### src/rtl/ctok_pkg.sv
// Shared request types and code constants for the C token splitter.
`timescale 1ns / 1ps

package ctok_pkg;

    // Input request: one source byte or an end-of-input marker.
    typedef struct packed {
        logic       op;
        logic [7:0] byte_in;
    } t_in_req;

    // Output request: one token byte with its tags.
    typedef struct packed {
        logic [7:0] char_out;
        logic [2:0] kind;
        logic       first_of_token;
        logic       last;
        logic [1:0] error_code;
    } t_out_req;

    localparam logic OP_BYTE  = 1'b0;
    localparam logic OP_FLUSH = 1'b1;

    localparam logic [2:0] KIND_WORD   = 3'd0;
    localparam logic [2:0] KIND_NUMBER = 3'd1;
    localparam logic [2:0] KIND_OPER   = 3'd2;
    localparam logic [2:0] KIND_CHAR   = 3'd3;
    localparam logic [2:0] KIND_STRING = 3'd4;

    localparam logic [1:0] ERR_NONE    = 2'd0;
    localparam logic [1:0] ERR_UNKNOWN = 2'd1;
    localparam logic [1:0] ERR_LINEBRK = 2'd2;
    localparam logic [1:0] ERR_UNTERM  = 2'd3;

    // Result queue depth; a step writes at most two entries.
    localparam int QDEPTH = 4;
    localparam int QCNTW  = $clog2(QDEPTH + 1);

endpackage

### src/rtl/c_token_splitter.sv
// Top level of the C token splitter: scanner state machine and result queue.
`timescale 1ns / 1ps

// Streaming C tokenizer. Source bytes enter the input channel one request per cycle
// while o_stall is low (op 0 = byte, op 1 = end of input); each token byte
// leaves as one output request tagged with its kind, first/last marks and an error
// code. White space is skipped, operators follow longest match, and literals keep
// their escapes. A byte whose "last" mark depends on what follows is held inside
// the block and goes out when the next request arrives, so the final byte of a word,
// a number or a still-growing operator appears only after the next byte or an
// end-of-input request. The scanner takes one request per cycle when not stalled;
// one request makes zero, one or two output requests, which land in a four-entry
// result queue in the cycle after acceptance. As long as the output is not stalled,
// the queue drains one request per cycle and the input stalls while three or more
// entries wait, so the sustained rate is one byte per cycle.
module c_token_splitter (
    input  logic               i_clk,
    input  logic               i_rst_n,
    input  logic               i_valid,
    input  ctok_pkg::t_in_req  i_data,
    output logic               o_stall,
    output logic               o_valid,
    output ctok_pkg::t_out_req o_data,
    input  logic               i_stall
);

    typedef enum logic [3:0] {
        M_IDLE  = 4'd0,
        M_WORD  = 4'd1,
        M_NUM   = 4'd2,
        M_LIT   = 4'd3,
        M_MINUS = 4'd4,
        M_PLUS  = 4'd5,
        M_LT    = 4'd6,
        M_LTLT  = 4'd7,
        M_GT    = 4'd8,
        M_GTGT  = 4'd9,
        M_EQFAM = 4'd10,
        M_AMP   = 4'd11,
        M_BAR   = 4'd12
    } t_mode;

    // Scanner state
    t_mode       r_mode, n_mode;
    logic [7:0]  r_held_char, n_held_char;
    logic        r_held_valid, n_held_valid;
    logic [2:0]  r_held_kind, n_held_kind;
    logic        r_held_first, n_held_first;
    logic        r_dot_seen, n_dot_seen;
    logic        r_esc, n_esc;
    logic [7:0]  r_quote, n_quote;

    // Result queue: entry 0 is the head and drives the output.
    ctok_pkg::t_out_req        r_q [ctok_pkg::QDEPTH];
    ctok_pkg::t_out_req        n_q [ctok_pkg::QDEPTH];
    logic [ctok_pkg::QCNTW-1:0] r_cnt, n_cnt;

    logic                       acc;
    logic                       pop;
    logic [ctok_pkg::QCNTW-1:0] cnt_after_pop;

    // Step outputs: held byte (goes first) and the new byte result.
    logic               h_emit, h_last;
    logic [1:0]         h_err;
    logic               b_emit;
    ctok_pkg::t_out_req b_item, h_item, s0, s1;
    logic [1:0]         wr_num;

    logic               do_cont, do_complete, do_brk, do_start;
    logic [7:0]         c;

    function automatic logic f_alpha(input logic [7:0] ch);
        return (ch >= "A" && ch <= "Z") || (ch >= "a" && ch <= "z") || ch == "_";
    endfunction

    function automatic logic f_digit(input logic [7:0] ch);
        return ch >= "0" && ch <= "9";
    endfunction

    function automatic logic f_space(input logic [7:0] ch);
        return ch == 8'd32 || ch == 8'h0A || ch == 8'h09 || ch == 8'h0B || ch == 8'h0D;
    endfunction

    function automatic logic f_punct(input logic [7:0] ch);
        return ch == "[" || ch == "]" || ch == "(" || ch == ")" || ch == "{" ||
               ch == "}" || ch == "." || ch == "~" || ch == "?" || ch == ":" ||
               ch == "," || ch == ";";
    endfunction

    // Accept while the queue has room for two more entries.
    assign o_stall = (r_cnt > ctok_pkg::QCNTW'(ctok_pkg::QDEPTH - 2));
    assign acc     = i_valid && !o_stall;
    assign o_valid = (r_cnt != '0);
    assign o_data  = r_q[0];
    assign pop     = o_valid && !i_stall;
    assign c       = i_data.byte_in;

    // Scanner step
    always_comb begin
        n_mode       = r_mode;
        n_held_char  = r_held_char;
        n_held_valid = r_held_valid;
        n_held_kind  = r_held_kind;
        n_held_first = r_held_first;
        n_dot_seen   = r_dot_seen;
        n_esc        = r_esc;
        n_quote      = r_quote;
        h_emit       = 1'b0;
        h_last       = 1'b0;
        h_err        = ctok_pkg::ERR_NONE;
        b_emit       = 1'b0;
        b_item       = '0;
        do_cont      = 1'b0;
        do_complete  = 1'b0;
        do_brk       = 1'b0;
        do_start     = 1'b0;

        if (acc && i_data.op == ctok_pkg::OP_FLUSH) begin
            // End of input: close the held byte, flag an open literal, reset.
            h_emit = r_held_valid;
            h_last = 1'b1;
            if (r_mode == M_LIT) begin
                h_err = ctok_pkg::ERR_UNTERM;
                if (!r_held_valid) begin
                    b_emit = 1'b1;
                    b_item = '{char_out: 8'h00, kind: r_held_kind, first_of_token: 1'b0,
                               last: 1'b1, error_code: ctok_pkg::ERR_UNTERM};
                end
            end
            n_mode       = M_IDLE;
            n_held_char  = '0;
            n_held_valid = 1'b0;
            n_held_kind  = '0;
            n_held_first = 1'b0;
            n_dot_seen   = 1'b0;
            n_esc        = 1'b0;
            n_quote      = '0;
        end else if (acc) begin
            unique case (r_mode)
                M_WORD, M_NUM: begin
                    if (f_alpha(c) || f_digit(c)) begin
                        do_cont = 1'b1;
                    end else if (c == "." && r_mode == M_NUM && !r_dot_seen) begin
                        n_dot_seen = 1'b1;
                        do_cont    = 1'b1;
                    end else begin
                        do_brk = 1'b1;
                    end
                end
                M_LIT: begin
                    if (r_esc) begin
                        n_esc   = 1'b0;
                        do_cont = 1'b1;
                    end else if (c == r_quote) begin
                        do_complete = 1'b1;
                    end else if (c == "\\") begin
                        n_esc   = 1'b1;
                        do_cont = 1'b1;
                    end else if (c == 8'h0A || c == 8'h0D) begin
                        // Bare line break: emit the held byte, flag the break itself.
                        h_emit       = r_held_valid;
                        n_held_valid = 1'b0;
                        b_emit       = 1'b1;
                        b_item = '{char_out: c, kind: r_held_kind, first_of_token: 1'b0,
                                   last: 1'b0, error_code: ctok_pkg::ERR_LINEBRK};
                    end else begin
                        do_cont = 1'b1;
                    end
                end
                M_MINUS: begin
                    if (c == ">" || c == "=" || c == "-") do_complete = 1'b1;
                    else do_brk = 1'b1;
                end
                M_PLUS: begin
                    if (c == "+" || c == "=") do_complete = 1'b1;
                    else do_brk = 1'b1;
                end
                M_LT, M_GT: begin
                    if (c == "=") begin
                        do_complete = 1'b1;
                    end else if (c == ((r_mode == M_LT) ? "<" : ">")) begin
                        n_mode  = (r_mode == M_LT) ? M_LTLT : M_GTGT;
                        do_cont = 1'b1;
                    end else begin
                        do_brk = 1'b1;
                    end
                end
                M_LTLT, M_GTGT, M_EQFAM: begin
                    if (c == "=") do_complete = 1'b1;
                    else do_brk = 1'b1;
                end
                M_AMP: begin
                    if (c == "&" || c == "=") do_complete = 1'b1;
                    else do_brk = 1'b1;
                end
                M_BAR: begin
                    if (c == "|" || c == "=") do_complete = 1'b1;
                    else do_brk = 1'b1;
                end
                default: begin
                    do_start = 1'b1;
                end
            endcase
        end

        // Emit the held byte as not-last and hold the new one.
        if (do_cont) begin
            h_emit       = r_held_valid;
            n_held_char  = c;
            n_held_first = 1'b0;
            n_held_valid = 1'b1;
        end

        // New byte ends the token.
        if (do_complete) begin
            h_emit       = r_held_valid;
            b_emit       = 1'b1;
            b_item = '{char_out: c, kind: r_held_kind, first_of_token: 1'b0,
                       last: 1'b1, error_code: ctok_pkg::ERR_NONE};
            n_mode       = M_IDLE;
            n_held_valid = 1'b0;
        end

        // New byte does not fit: close the token, then rescan the byte.
        if (do_brk) begin
            h_emit       = r_held_valid;
            h_last       = 1'b1;
            n_held_valid = 1'b0;
            do_start     = 1'b1;
        end

        if (do_start) begin
            n_mode = M_IDLE;
            if (f_space(c)) begin
                n_mode = M_IDLE;
            end else if (f_alpha(c) || f_digit(c)) begin
                n_held_char  = c;
                n_held_kind  = f_digit(c) ? ctok_pkg::KIND_NUMBER : ctok_pkg::KIND_WORD;
                n_held_first = 1'b1;
                n_held_valid = 1'b1;
                n_dot_seen   = 1'b0;
                n_mode       = f_digit(c) ? M_NUM : M_WORD;
            end else if (c == "'" || c == "\"") begin
                n_held_char  = c;
                n_held_kind  = (c == "'") ? ctok_pkg::KIND_CHAR : ctok_pkg::KIND_STRING;
                n_held_first = 1'b1;
                n_held_valid = 1'b1;
                n_quote      = c;
                n_esc        = 1'b0;
                n_mode       = M_LIT;
            end else if (c == "-" || c == "+" || c == "<" || c == ">" || c == "=" ||
                         c == "!" || c == "/" || c == "*" || c == "%" || c == "^" ||
                         c == "&" || c == "|") begin
                // Possible start of a two- or three-byte operator: hold it.
                n_held_char  = c;
                n_held_kind  = ctok_pkg::KIND_OPER;
                n_held_first = 1'b1;
                n_held_valid = 1'b1;
                priority if (c == "-") n_mode = M_MINUS;
                else if (c == "+") n_mode = M_PLUS;
                else if (c == "<") n_mode = M_LT;
                else if (c == ">") n_mode = M_GT;
                else if (c == "&") n_mode = M_AMP;
                else if (c == "|") n_mode = M_BAR;
                else n_mode = M_EQFAM;
            end else begin
                // Single punctuator or unknown byte: one-byte token at once.
                b_emit = 1'b1;
                b_item = '{char_out: c, kind: ctok_pkg::KIND_OPER, first_of_token: 1'b1,
                           last: 1'b1,
                           error_code: f_punct(c) ? ctok_pkg::ERR_NONE
                                                  : ctok_pkg::ERR_UNKNOWN};
            end
        end
    end

    // Order results: held byte first, then the new byte result.
    always_comb begin
        h_item = '{char_out: r_held_char, kind: r_held_kind, first_of_token: r_held_first,
                   last: h_last, error_code: h_err};
        s0     = h_emit ? h_item : b_item;
        s1     = b_item;
        wr_num = {1'b0, h_emit} + {1'b0, b_emit};
    end

    // Queue update: advance on pop, append new results behind what remains.
    always_comb begin
        cnt_after_pop = r_cnt - ctok_pkg::QCNTW'(pop);
        for (int i = 0; i < ctok_pkg::QDEPTH; i++) begin
            if (pop && i < ctok_pkg::QDEPTH - 1) begin
                n_q[i] = r_q[i + 1];
            end else begin
                n_q[i] = r_q[i];
            end
            if (wr_num != 2'd0 && ctok_pkg::QCNTW'(i) == cnt_after_pop) begin
                n_q[i] = s0;
            end
            if (wr_num == 2'd2 && ctok_pkg::QCNTW'(i) == cnt_after_pop + 1'b1) begin
                n_q[i] = s1;
            end
        end
        n_cnt = cnt_after_pop + ctok_pkg::QCNTW'(wr_num);
    end

    always_ff @(posedge i_clk) begin
        r_q <= n_q;
        if (!i_rst_n) begin
            r_mode       <= M_IDLE;
            r_held_char  <= '0;
            r_held_valid <= 1'b0;
            r_held_kind  <= '0;
            r_held_first <= 1'b0;
            r_dot_seen   <= 1'b0;
            r_esc        <= 1'b0;
            r_quote      <= '0;
            r_cnt        <= '0;
        end else begin
            r_mode       <= n_mode;
            r_held_char  <= n_held_char;
            r_held_valid <= n_held_valid;
            r_held_kind  <= n_held_kind;
            r_held_first <= n_held_first;
            r_dot_seen   <= n_dot_seen;
            r_esc        <= n_esc;
            r_quote      <= n_quote;
            r_cnt        <= n_cnt;
        end
    end

    // Queue never overfills.
    a_cnt_bound: assert property (@(posedge i_clk) disable iff (!i_rst_n)
        r_cnt <= ctok_pkg::QCNTW'(ctok_pkg::QDEPTH))
        else $error("result queue overflow");

    // Between tokens nothing is held.
    a_idle_empty: assert property (@(posedge i_clk) disable iff (!i_rst_n)
        r_mode == M_IDLE |-> !r_held_valid)
        else $error("held byte left while idle");

    // Inside a word, number or operator the current byte is always held.
    a_tok_held: assert property (@(posedge i_clk) disable iff (!i_rst_n)
        (r_mode != M_IDLE && r_mode != M_LIT) |-> r_held_valid)
        else $error("open token without held byte");

    // End of input returns the scanner to idle.
    a_flush_idle: assert property (@(posedge i_clk) disable iff (!i_rst_n)
        (acc && i_data.op == ctok_pkg::OP_FLUSH) |=> (r_mode == M_IDLE && !r_esc))
        else $error("scanner not idle after end of input");

endmodule
### config.mk
export PLATFORM = sky130hd
export DESIGN_NAME = c_token_splitter
export DESIGN_NICKNAME = d
export VERILOG_FILES = /design/src/rtl/ctok_pkg.sv /design/src/rtl/c_token_splitter.sv
export SDC_FILE = /design/constraint.sdc
export NUM_CORES = 1
export LEC_CHECK = 0
export BUFFER_PORTS_ARGS = -buffer_cell sky130_fd_sc_hd__buf_2
export CORE_MARGIN = 2
export CORE_UTILIZATION = 43
export DETAILED_ROUTE_END_ITERATION = 10
export GPL_ROUTABILITY_DRIVEN = 0
export GPL_TIMING_DRIVEN = 0
export PLACE_DENSITY = 0.63
export SYNTH_ARGS = -nofsm -noshare
export SYNTH_HDL_FRONTEND = slang
export SYNTH_SLANG_ARGS = --single-unit
### constraint.sdc
create_clock -name i_clk -period 4.9 [get_ports i_clk]
set_input_delay 0.98 -clock i_clk [delete_from_list [all_inputs] [get_ports i_clk]]
set_output_delay 0.98 -clock i_clk [all_outputs]
set_load 0.02 [all_outputs]
==> summary.md <==
| Metric | Value |
|---|---|
| Status | `finished clean` |
| Drt pass-1 iters | `5` |
| Final setup violation count | `0` |
| Die width | `117 um` |
| Final hold viol count | `0` |
| I/O pins | `30` |
| GR Overflow Total | `0` |
| Count of cell types in the netlist | `71` |
| Relative slew slack | `56.4%` |
| Post-synth top flop | `edfxtp_1` |
| Clk root buf | `clkbuf_16` |
| Type of destination of the critical path | `flop` |
| CTS Buf Count | `9` |
| Routed Antenna Nets | `0` |
| Final net count | `652` |
| Commonest cells after routing, fill and taps aside | `edfxtp_1 (60), o21ai_0 (52), nand2_1 (36)` |
| Finished Layout Cells | `808` |
| Metal2 WL | `7200 um` |
| Top cell by count, worst path | `clkbuf_2` |
| Slew Limit Fails | `0` |
| Mapped Area | `0.00550 sq mm` |
| Synth Net Count | `610` |
| Worst hold path depth | `1` |
| FMAX | `207 MHz` |
| RR Startpoint | `r_mode[1]$_SDFFE_PN0P_` |
| WP data required | `4950 ps` |
| Sink of the worst hold path | `r_quote[3]$_SDFF_PN0_` |
| Vias per cell | `5.97` |
| First-pass GRT wire length | `23700 um` |
| Crit-path max FO | `15` |
| VDD IR max | `0.180 mV` |
| R2R Path End | `r_q[28]$_DFFE_PP_` |
| Drt wl/cell | `18.0 um` |
| Final wirelength | `14600 um` |
| Post-DP HPWL | `10900 um` |
| Leakage | `2.20 nW` |
| Placed Instances | `791` |
| GRT Util Overall | `22.5%` |
| Worst-skew pair later-pin latency | `350 ps` |
| Reg2reg setup slack | `270 ps` |
| Critical Path Max Stage Delay | `510 ps` |
| WP data arrival | `4880 ps` |
| Row Count | `41` |
| CP bufs+invs | `4` |
| Post-layout util | `50.2%` |
| Async SR Flop Fraction | `0%` |
| Vias in the first global route | `4694` |
| Commonest non-fill, non-tap cell in the layout | `edfxtp_1` |
| Htree depth | `3` |
| Number of diodes | `0` |
| Least-Margin Pin Slew | `644 ps` |
| PwrDens | `448 mW/mm^2` |
| Fraction of layout cells with a size suffix above 1 | `17.6%` |
| Routed wl met3 | `951 um` |
| Initial antenna violation count | `0` |
| Fin worst setup slack | `77.8 ps` |
| Cell family with most CP delay | `simple AND/OR/NAND/NOR gates` |
| Register area share after synthesis | `43.7%` |
| FF-to-FF path depth | `15` |
| Mapped Cells | `589` |
| IO buf count | `29` |
| Crit Path Category | `primary input to flop` |
| Synth Warn # | `0` |
| EDFF count, synth | `60` |
| Hold_ws | `483 ps` |
| Period utilization | `98.4%` |
| CTS tree | `done` |
| Crit path launch | `i_data[6]` |
| Max-cap violation count | `0` |
| CTS Hold Bufs | `0` |
| Final Critical Period | `4820 ps` |
| Layout area overhead | `14.8%` |
| Full die area | `0.0137 sq mm` |
| Starting Density | `43.8%` |
| Crit-path cells | `buf_2 -> nand4bb_2 -> or3_1 -> a32o_1 -> nor2_1 -> a31oi_1 -> o41ai_2 -> inv_2 -> clkbuf_2 -> ha_1 -> nand3_1 -> and2_1 -> clkbuf_2 -> nand2_4` |
| Startpoint types | `primary input` |
| CTS clk-pin slew, worst paths | `70 ps` |
| Hold_sp | `r_quote[3]$_SDFF_PN0_` |
| Syn avg cell area | `9.34 sq um` |
| Pre-CTS setup slack | `-1260 ps` |
| Bufs on Longest Clock Path | `2` |
| Wl on met1 | `6020 um` |
| Ranking of synthesized cells by area | `edfxtp_1 (33%), dfxtp_1 (11%), o21ai_0 (4.8%)` |
| Slowest cell on crit path | `or3_1` |
| Synth area leader | `edfxtp_1` |
| Clock skew | `11.1 ps` |
| Clock sink total | `90` |
| Initial DRC count | `481` |
| DR vias | `4820` |
| Hold Path Class | `flop to flop` |
| # DRC | `0` |
| Synth Register Bits | `90` |
| Synth top area share | `32.8%` |
| Largest net degree at the start of global routing | `17` |
| DR top layer | `met4` |
| Die span in y | `117 um` |
| Core ar. | `0.0126 sq mm` |
-- state kept, by name, indices dropped and copies added, names as in the netlist --
name / cells
o_data: 15
r_cnt: 3
r_dot_seen: 1
r_esc: 1
r_held_char: 8
r_held_first: 1
r_held_kind: 3
r_held_valid: 1
r_mode: 4
r_q: 45
r_quote: 8
-- synth_stat cells, drive strengths merged (3+ instances only) --
| master | instances |
|---|---|
| edfxtp | 60 |
| mux2 | 3 |
| inv | 25 |
| a22o | 6 |
| nand3 | 22 |
| buf | 22 |
| and3 | 4 |
| or2 | 3 |
| nor3b | 3 |
| nand4 | 6 |
| nand2 | 41 |
| a21boi | 9 |
| a31oi | 7 |
| nor4b | 5 |
| nand2b | 17 |
| nand3b | 4 |
| ha | 7 |
| nor4 | 5 |
| a32oi | 25 |
| a22oi | 4 |
| nor2 | 35 |
| o21ai | 54 |
| nor3 | 11 |
| o22ai | 3 |
| o221a | 5 |
| o221ai | 5 |
| dfxtp | 30 |
| clkbuf | 35 |
| o211ai | 7 |
| xnor2 | 13 |
| a221o | 3 |
| mux2i | 10 |
| or3 | 6 |
| or4 | 3 |
| o32ai | 3 |
| and2 | 15 |
| nor2b | 13 |
| a21oi | 30 |
-- routing by layer --
metal  vias up  track usage [%]
met1      2273             27.9
met4         0             10.4
met3        33             5.41
met2       223             37.1
met5         -                0
li1       2291                -
-- worst register-to-register path: cells and delay by family, from the launching register on --
family	cells	cell delay [ps]
AOI/OAI and AO/OA	5	1450
and+or+nand+nor	4	800
adders and majority gates	1	320
buffers and inverters	5	1470
DFF	1	310
-- how the worst max path moves through the flow --
stage	endpoint	depth (start not counted)	slack (ps)
3_3_place_gp	r_q[37]$_DFFE_PP_	15	-1100
4_1_cts	r_q[35]$_DFFE_PP_	14	10
5_1_grt	r_q[32]$_DFFE_PP_	16	-10
3_5_place_dp	o_data[11]$_DFFE_PP_	17	-1260
2_1_floorplan	o_data[0]$_DFFE_PP_	13	140
6_report	r_q[28]$_DFFE_PP_	14	80
-- timing repair --
| item | CTS | global route |
|---|---|---|
| endpoints found under the setup margin | 89 | 86 |
| endpoints found under the hold margin | 0 | 0 |
| gates resized for setup | 15 | 22 |
| setup buffers | 3 | 1 |
| pin swaps | 2 | 1 |
-- metrics by stage --
| stage | power [W] | cell area [sq um] | TNS (ps) |
|---|---|---|---|
| after detailed placement | 0.00205 | 5870 | -85920 |
| after CTS | 0.00281 | 6250 | 0 |
| final | 0.00283 | 6310 | 0 |
| after global placement | 0.00202 | 5860 | -83930 |
| after floorplan | 0.00179 | 5500 | 0 |
| after global routing | 0.00300 | 6310 | -47.0 |
-- report_power, final --
group | total, W | internal (W) | switching [W]
clock network | 0.000758 | 0.000452 | 0.000306
registers | 0.00108 | 0.00102 | 0.0000547
logic | 0.000993 | 0.000359 | 0.000635
total | 0.00283 | 0.00183 | 0.000996
-- cell type report --
type / count / area [sq um]
clock buffer: 9 / 225
sequential: 90 / 2400
timing repair buffer: 34 / 183
clock inverter: 7 / 100
fill: 1167 / 6250
multi-input combinational: 417 / 2810
buffer: 54 / 283
inverter: 25 / 93.8
tap: 172 / 215
-- logic make-up after synthesis --
logic type | after synthesis | synth area share [%]
adders and majority gates | 8 | 1.96
AOI/OAI and AO/OA | 182 | 23.0
DFF | 90 | 43.7
muxes | 13 | 2.43
xor gates and xnor gates | 15 | 2.39
buffers and inverters | 82 | 6.78
and+or+nand+nor | 199 | 19.8
Power figures use the tool's default switching activity.
